<file path="src/rtl/nnue_pkg.sv">
// Shared types, constants and command codes for the evaluator.
`default_nettype none
package nnue_pkg;
    localparam int Hidden = 256;
    localparam int HW = $clog2(Hidden);
    localparam int NFeat = 768;
    localparam int WDepth = NFeat * Hidden;
    localparam int WAW = $clog2(WDepth);
    localparam int QDepth = 4;
    localparam int QAW = $clog2(QDepth);

    typedef enum logic [2:0] {
        CMD_LOAD_W   = 3'd0,
        CMD_LOAD_B   = 3'd1,
        CMD_LOAD_O   = 3'd2,
        CMD_RESET    = 3'd3,
        CMD_ADD      = 3'd4,
        CMD_SUB      = 3'd5,
        CMD_EVAL     = 3'd6,
        CMD_NONE     = 3'd7
    } cmd_t;

    typedef enum logic [1:0] {
        REG_OUT_BIAS = 2'd0,
        REG_QUANT_A  = 2'd1,
        REG_QUANT_AB = 2'd2,
        REG_SCALE    = 2'd3
    } reg_idx_t;

    typedef enum logic [1:0] {
        OP_RESET = 2'd0,
        OP_ADD   = 2'd1,
        OP_SUB   = 2'd2,
        OP_EVAL  = 2'd3
    } op_t;

    typedef struct packed {
        op_t             op;
        logic [WAW-1:0]  row1;
        logic [WAW-1:0]  row2;
        logic            stm;
    } job_t;

    typedef enum logic [2:0] {
        ST_IDLE,
        ST_RUN,
        ST_DRAIN,
        ST_DIV,
        ST_DONE
    } back_state_t;
endpackage
`default_nettype wire

</file>
<file path="src/rtl/nnue_front.sv">
// Front end: accepts requests, performs loads, queues accumulator jobs.
`default_nettype none
module nnue_front (
    input  wire logic                         aclk,
    input  wire logic                         aresetn,
    input  wire logic                         s_valid,
    output logic                              s_ready,
    input  wire logic [2:0]                   s_cmd,
    input  wire logic [3:0]                   s_piece,
    input  wire logic [5:0]                   s_square,
    input  wire logic [17:0]                  s_load_index,
    input  wire logic signed [15:0]           s_load_value,
    input  wire logic                         s_side_to_move,
    output logic                              wr_w,
    output logic                              wr_b,
    output logic                              wr_o,
    output logic [nnue_pkg::WAW-1:0]          wr_addr,
    output logic [15:0]                       wr_data,
    output logic                              job_valid,
    input  wire logic                         job_ready,
    output nnue_pkg::job_t                    job
);
    nnue_pkg::job_t q_reg [nnue_pkg::QDepth];
    logic [nnue_pkg::QAW-1:0] wp_reg, rp_reg;
    logic [nnue_pkg::QAW:0] cnt_reg;
    logic push, pop, is_job, is_load;
    nnue_pkg::job_t nj;
    logic [3:0] fp;
    logic [9:0] f1, f2;

    // hold loads until every queued and running job is finished
    assign is_load = s_cmd inside {nnue_pkg::CMD_LOAD_W, nnue_pkg::CMD_LOAD_B,
                                   nnue_pkg::CMD_LOAD_O};
    assign s_ready = is_load ? (cnt_reg == '0 && job_ready)
                             : (cnt_reg != (nnue_pkg::QAW+1)'(nnue_pkg::QDepth));
    always_comb begin
        fp = (s_piece < 4'd6) ? s_piece + 4'd6 : s_piece - 4'd6;
        f1 = {s_piece, s_square};
        f2 = {fp, s_square ^ 6'd56};
        nj.row1 = nnue_pkg::WAW'(f1) << nnue_pkg::HW;
        nj.row2 = nnue_pkg::WAW'(f2) << nnue_pkg::HW;
        nj.stm = s_side_to_move;
        is_job = 1'b0;
        nj.op = nnue_pkg::OP_EVAL;
        case (nnue_pkg::cmd_t'(s_cmd))
            nnue_pkg::CMD_RESET: begin is_job = 1'b1; nj.op = nnue_pkg::OP_RESET; end
            nnue_pkg::CMD_ADD: begin is_job = s_piece < 4'd12; nj.op = nnue_pkg::OP_ADD; end
            nnue_pkg::CMD_SUB: begin is_job = s_piece < 4'd12; nj.op = nnue_pkg::OP_SUB; end
            nnue_pkg::CMD_EVAL: begin is_job = 1'b1; nj.op = nnue_pkg::OP_EVAL; end
            default: is_job = 1'b0;
        endcase
    end
    assign push = s_valid && s_ready && is_job;
    assign pop = job_valid && job_ready;
    assign job_valid = cnt_reg != '0;
    assign job = q_reg[rp_reg];

    always_comb begin
        wr_w = s_valid && s_ready && s_cmd == nnue_pkg::CMD_LOAD_W &&
               32'(s_load_index) < nnue_pkg::WDepth;
        wr_b = s_valid && s_ready && s_cmd == nnue_pkg::CMD_LOAD_B &&
               32'(s_load_index) < nnue_pkg::Hidden;
        wr_o = s_valid && s_ready && s_cmd == nnue_pkg::CMD_LOAD_O &&
               32'(s_load_index) < 2 * nnue_pkg::Hidden;
        wr_addr = s_load_index[nnue_pkg::WAW-1:0];
        wr_data = s_load_value;
    end

    always_ff @(posedge aclk) begin
        if (!aresetn) begin
            wp_reg <= '0;
            rp_reg <= '0;
            cnt_reg <= '0;
        end else begin
            if (push) wp_reg <= wp_reg + 1'b1;
            if (pop) rp_reg <= rp_reg + 1'b1;
            cnt_reg <= cnt_reg + (nnue_pkg::QAW+1)'(push) - (nnue_pkg::QAW+1)'(pop);
        end
        if (push) q_reg[wp_reg] <= nj;
    end
endmodule
`default_nettype wire

</file>
<file path="config.mk">
export PLATFORM = sky130hd
export DESIGN_NAME = nnue_front
export DESIGN_NICKNAME = d
export VERILOG_FILES = /design/src/rtl/nnue_pkg.sv /design/src/rtl/nnue_front.sv
export SDC_FILE = /design/constraint.sdc
export NUM_CORES = 1
export LEC_CHECK = 0
export BUFFER_PORTS_ARGS = -buffer_cell sky130_fd_sc_hd__clkbuf_2
export CAP_MARGIN = 30
export CORE_MARGIN = 2
export CORE_UTILIZATION = 30
export CTS_CLUSTER_DIAMETER = 150
export DETAILED_ROUTE_END_ITERATION = 8
export HOLD_SLACK_MARGIN = 0.06
export PLACE_DENSITY_LB_ADDON = 0.25
export SYNTH_ARGS = -nofsm -noshare
export SYNTH_HDL_FRONTEND = slang
export SYNTH_SLANG_ARGS = --single-unit
</file>
<file path="constraint.sdc">
create_clock -name aclk -period 3.5 [get_ports aclk]
set_input_delay 0.35 -clock aclk [delete_from_list [all_inputs] [get_ports aclk]]
set_output_delay 0.35 -clock aclk [all_outputs]
set_load 0.005 [all_outputs]
</file>
==> flow_summary.html <==
<table>
<tr><th>Metric</th><th>Value</th></tr>
<tr><th colspan="2">Worst setup path</th></tr>
<tr><td>R2r worst-path depth</td><td>12</td></tr>
<tr><td>Worst flop-to-flop path endpoint</td><td>cnt_reg[2]</td></tr>
<tr><td>R2r startpoint</td><td>cnt_reg[1]</td></tr>
<tr><td>Worst Path Required</td><td>3730 ps</td></tr>
<tr><td>Minimum setup slack among reg-to-reg paths</td><td>630 ps</td></tr>
<tr><td>Setup Crit Path Kind</td><td>reg2reg</td></tr>
<tr><td>Arrival time reported for the critical path endpoint</td><td>3100 ps</td></tr>
<tr><td>Kind of end point of the critical path</td><td>flip-flop</td></tr>
<tr><td>Kind of start point of the critical path</td><td>flip-flop</td></tr>
<tr><td>Top fanout value on the critical path</td><td>7</td></tr>
<tr><td>First element of the critical path</td><td>cnt_reg[1]</td></tr>
<tr><th colspan="2">Timing</th></tr>
<tr><td>Final setup violation count</td><td>0</td></tr>
<tr><td>Ratio of final minimum period to clock period</td><td>0.821</td></tr>
<tr><td>Tightest Pin Transition</td><td>566 ps</td></tr>
<tr><td>Number of hold-slack violations in the final timing report</td><td>0</td></tr>
<tr><td>FMAX</td><td>348 MHz</td></tr>
<tr><td>Shortest period the worst path allows</td><td>2870 ps</td></tr>
<tr><td>Post-route worst setup slack</td><td>627 ps</td></tr>
<tr><td>Aggregate negative setup slack</td><td>0 ps</td></tr>
<tr><td>Final slew viol count</td><td>0</td></tr>
<tr><td>Setup repair after global routing missed its margin</td><td>no</td></tr>
<tr><td>Max_slew headroom</td><td>0.623</td></tr>
<tr><td>Setup skew after layout</td><td>4.25 ps</td></tr>
<tr><th colspan="2">Placed design</th></tr>
<tr><td>Pre-CTS setup slack</td><td>570 ps</td></tr>
<tr><td>Global placement routability congestion</td><td>0.666</td></tr>
<tr><td>Number of port buffers</td><td>65</td></tr>
<tr><td>Hpwl dp</td><td>4.05 mm</td></tr>
<tr><th colspan="2">Yosys</th></tr>
<tr><td>Synthesized netlist cell count</td><td>243</td></tr>
<tr><td>Cell taking the most area after synthesis</td><td>sky130_fd_sc_hd__edfxtp_1</td></tr>
<tr><td>Avg Synthesized Cell Area</td><td>15.9 µm²</td></tr>
<tr><td>Number of library cell types mapped by synthesis</td><td>35</td></tr>
<tr><td>Yosys synthesis warning count</td><td>0</td></tr>
<tr><td>Register area share after synthesis</td><td>0.635</td></tr>
<tr><td>Flip-flop and latch count after synthesis</td><td>85</td></tr>
<tr><td>Leading post-synthesis cells by cell area</td><td>sky130_fd_sc_hd__edfxtp_1, sky130_fd_sc_hd__mux4_2, sky130_fd_sc_hd__buf_4, sky130_fd_sc_hd__dfxtp_1, sky130_fd_sc_hd__ha_1</td></tr>
<tr><td>Post-Syn Area</td><td>0.00387 mm²</td></tr>
<tr><td>Share of the synthesized area in the top cell type</td><td>0.589</td></tr>
<tr><th colspan="2">Floorplan</th></tr>
<tr><td>Core Rows</td><td>41</td></tr>
<tr><td>Initial cell density of the core</td><td>0.307</td></tr>
<tr><td>Horizontal extent of the die</td><td>118 µm</td></tr>
<tr><td>Core outline area</td><td>0.0126 mm²</td></tr>
<tr><td>Chip height</td><td>118 µm</td></tr>
<tr><td># IOs</td><td>130</td></tr>
<tr><td>Area of the die</td><td>0.0138 mm²</td></tr>
<tr><th colspan="2">Clock network</th></tr>
<tr><td>Setup fix buffers added after clock tree synthesis</td><td>0</td></tr>
<tr><td>PostCTS Resize Cnt</td><td>0</td></tr>
<tr><td>CTS H-tree depth</td><td>3</td></tr>
<tr><td>Root buffer cell</td><td>sky130_fd_sc_hd__clkbuf_16</td></tr>
<tr><td>Clock slew at reported path FFs</td><td>60 ps</td></tr>
<tr><td>CTS tree</td><td>built</td></tr>
<tr><td>Number of clock sinks</td><td>85</td></tr>
<tr><td>Number of hold-repair buffers added at the cts stage</td><td>0</td></tr>
<tr><td>Skew-Pair Late Insertion Delay</td><td>340 ps</td></tr>
<tr><td>CTS max path bufs</td><td>2</td></tr>
<tr><td>Number of CTS-inserted buffers</td><td>9</td></tr>
<tr><th colspan="2">Finish</th></tr>
<tr><td>Final layout net count</td><td>336</td></tr>
<tr><td>Max reg flops</td><td>76</td></tr>
<tr><td>Highest-count cells in the layout ignoring fill and taps</td><td>sky130_fd_sc_hd__edfxtp_1, sky130_fd_sc_hd__clkbuf_2, sky130_fd_sc_hd__mux4_2, sky130_fd_sc_hd__conb_1, sky130_fd_sc_hd__nand2_1</td></tr>
<tr><td>Layout-stage area growth over the synthesis result</td><td>11.0%</td></tr>
<tr><td>Most common cell after layout, fill and taps aside</td><td>sky130_fd_sc_hd__edfxtp_1</td></tr>
<tr><td>Share of layout cells above drive strength 1</td><td>0.386</td></tr>
<tr><td>Number of inserted diodes</td><td>0</td></tr>
<tr><th colspan="2">Worst hold path</th></tr>
<tr><td>Hold worst-path end</td><td>q_reg[1][11]</td></tr>
<tr><td>Min-Delay Path Depth</td><td>1</td></tr>
<tr><td>Launch instance of the worst min-delay path</td><td>s_square[0]</td></tr>
<tr><td>Hold Crit Class</td><td>in2reg</td></tr>
<tr><th colspan="2">Drt</th></tr>
<tr><td>Count of antenna-violating nets left after detailed routing</td><td>0</td></tr>
<tr><td>Routed length per instance</td><td>14.3 µm</td></tr>
<tr><td>Router iterations before antenna repair</td><td>4</td></tr>
<tr><td>Number of DRC markers in iteration 0</td><td>145</td></tr>
<tr><td>Detail-routed via count per cell</td><td>4.15</td></tr>
<tr><td>Total length of routed wires</td><td>6.46 mm</td></tr>
<tr><td>Post-route DRC violation count</td><td>0</td></tr>
<tr><td>Detailed-route via count</td><td>1875</td></tr>
<tr><th colspan="2">GRT</th></tr>
<tr><td>M1 GR Usage</td><td>0.119</td></tr>
<tr><td>Gr busiest metal</td><td>met2</td></tr>
<tr><td>Combined global-route utilization of all metal layers</td><td>0.101</td></tr>
<tr><td>Vias in the first global route</td><td>2027</td></tr>
<tr><td>Total congestion overflow</td><td>0</td></tr>
<tr><td>M3 GR Usage</td><td>0.0489</td></tr>
<tr><td>Grt met2 use</td><td>0.163</td></tr>
<tr><td>Number of antenna violations at the first check in global routing</td><td>0</td></tr>
<tr><td>Pin count of the biggest net entering global routing</td><td>20</td></tr>
<tr><td>Wire length of the first global-routing pass</td><td>10.6 mm</td></tr>
<tr><th colspan="2">Run</th></tr>
<tr><td>Number of max-cap violations</td><td>0</td></tr>
<tr><th colspan="2">Power</th></tr>
<tr><td>Worst IR drop on VDD</td><td>0.260 mV</td></tr>
<tr><td>Pwr dens</td><td>611 mW/mm²</td></tr>
<tr><td>Total leakage power</td><td>1.58 nW</td></tr>
<tr><th colspan="2">Status</th></tr>
<tr><td>Result of the run</td><td>completed</td></tr>
</table>
[routing by layer]
layer	vias to the layer above	wire [µm]
li1	875	-
met1	904	2800
met2	81	3100
met3	15	469
met4	0	88
met5	-	0
[layout make-up]
cell class	count	area [µm²]
Tap cell	172	215
Clock inverter	6	37.5
Timing Repair Buffer	67	340
Inverter	12	45.0
Multi-Input combinational cell	100	971
Fill cell	1264	8320
Sequential cell	85	2460
Clock buffer	10	229
[critical path, cell delays in order (launching register included)]
cell,delay [ps]
sky130_fd_sc_hd__dfxtp_1,370
sky130_fd_sc_hd__or3b_1,410
sky130_fd_sc_hd__a221o_2,400
sky130_fd_sc_hd__a21oi_4,210
sky130_fd_sc_hd__inv_1,80
sky130_fd_sc_hd__ha_1,290
sky130_fd_sc_hd__inv_1,50
sky130_fd_sc_hd__ha_1,120
sky130_fd_sc_hd__inv_1,50
sky130_fd_sc_hd__fa_1,370
sky130_fd_sc_hd__xnor2_1,140
sky130_fd_sc_hd__xnor2_1,120
sky130_fd_sc_hd__and2_1,160
[report_power, final]
group	internal (mW)	total, mW	leakage, nW	switching [mW]
sequential	1.17	1.20	0.759	0.0323
clock	0.478	0.847	0.130	0.369
combinational	0.308	0.581	0.694	0.273
total	1.95	2.63	1.58	0.675
[logic make-up after synthesis]
logic type,count (synthesis),share of synthesized area
xor+xnor,7,0.0158
fa+ha+maj,9,0.0310
compound gates,8,0.0168
other cells,1,0.000968
flops,85,0.635
mux,22,0.119
buf+inv,73,0.129
simple gates,38,0.0530
[how the worst max path moves through the flow]
| stage | to | slack (ps) | depth (start not counted) |
|---|---|---|---|
| detailed placement | cnt_reg[2] | 570 | 13 |
| global route | cnt_reg[2] | 410 | 12 |
| CTS | cnt_reg[2] | 590 | 12 |
| finish | cnt_reg[2] | 630 | 12 |
| floorplan | cnt_reg[2] | 770 | 12 |
| global placement | cnt_reg[2] | 620 | 13 |
[cell usage after synthesis]
| cell type | number |
|---|---|
| sky130_fd_sc_hd__inv_1 | 12 |
| sky130_fd_sc_hd__buf_6 | 2 |
| sky130_fd_sc_hd__nand3_1 | 1 |
| sky130_fd_sc_hd__a221o_2 | 1 |
| sky130_fd_sc_hd__mux4_2 | 19 |
| sky130_fd_sc_hd__edfxtp_1 | 76 |
| sky130_fd_sc_hd__buf_2 | 2 |
| sky130_fd_sc_hd__xnor2_1 | 3 |
| sky130_fd_sc_hd__a22oi_1 | 1 |
| sky130_fd_sc_hd__a21oi_1 | 3 |
| sky130_fd_sc_hd__a21oi_4 | 1 |
| sky130_fd_sc_hd__xor2_1 | 4 |
| sky130_fd_sc_hd__or3_2 | 1 |
| sky130_fd_sc_hd__mux2_2 | 1 |
| sky130_fd_sc_hd__clkbuf_1 | 2 |
| sky130_fd_sc_hd__nor2b_1 | 1 |
| sky130_fd_sc_hd__and2_2 | 4 |
| sky130_fd_sc_hd__nor3_1 | 2 |
| sky130_fd_sc_hd__and3b_1 | 1 |
| sky130_fd_sc_hd__conb_1 | 1 |
| sky130_fd_sc_hd__buf_4 | 55 |
| sky130_fd_sc_hd__o31a_2 | 1 |
| sky130_fd_sc_hd__o21ai_0 | 1 |
| sky130_fd_sc_hd__nand2_1 | 13 |
| sky130_fd_sc_hd__and3_1 | 1 |
| sky130_fd_sc_hd__nor2_1 | 5 |
| sky130_fd_sc_hd__ha_1 | 8 |
| sky130_fd_sc_hd__nor3_2 | 1 |
| sky130_fd_sc_hd__or3b_1 | 1 |
| sky130_fd_sc_hd__fa_1 | 1 |
| sky130_fd_sc_hd__nand3b_1 | 1 |
| sky130_fd_sc_hd__nor4_1 | 1 |
| sky130_fd_sc_hd__mux2i_1 | 2 |
| sky130_fd_sc_hd__dfxtp_1 | 9 |
| sky130_fd_sc_hd__and2_1 | 5 |
[per-stage QoR]
stage / power, mW / cell area [µm²] / util / std cells / hold WS (ps)
finish: 2.63 / 4300 / 0.341 / 452 / 234
CTS: 2.67 / 4300 / 0.341 / 452 / 224
global route: 2.78 / 4300 / 0.341 / 452 / 223
floorplan: 1.67 / 3930 / - / 258 / 449
global placement: 1.82 / 4030 / 0.320 / 436 / 494
detailed placement: 1.82 / 4030 / 0.320 / 436 / 502
No activity file was read; power rests on OpenSTA's default activity.
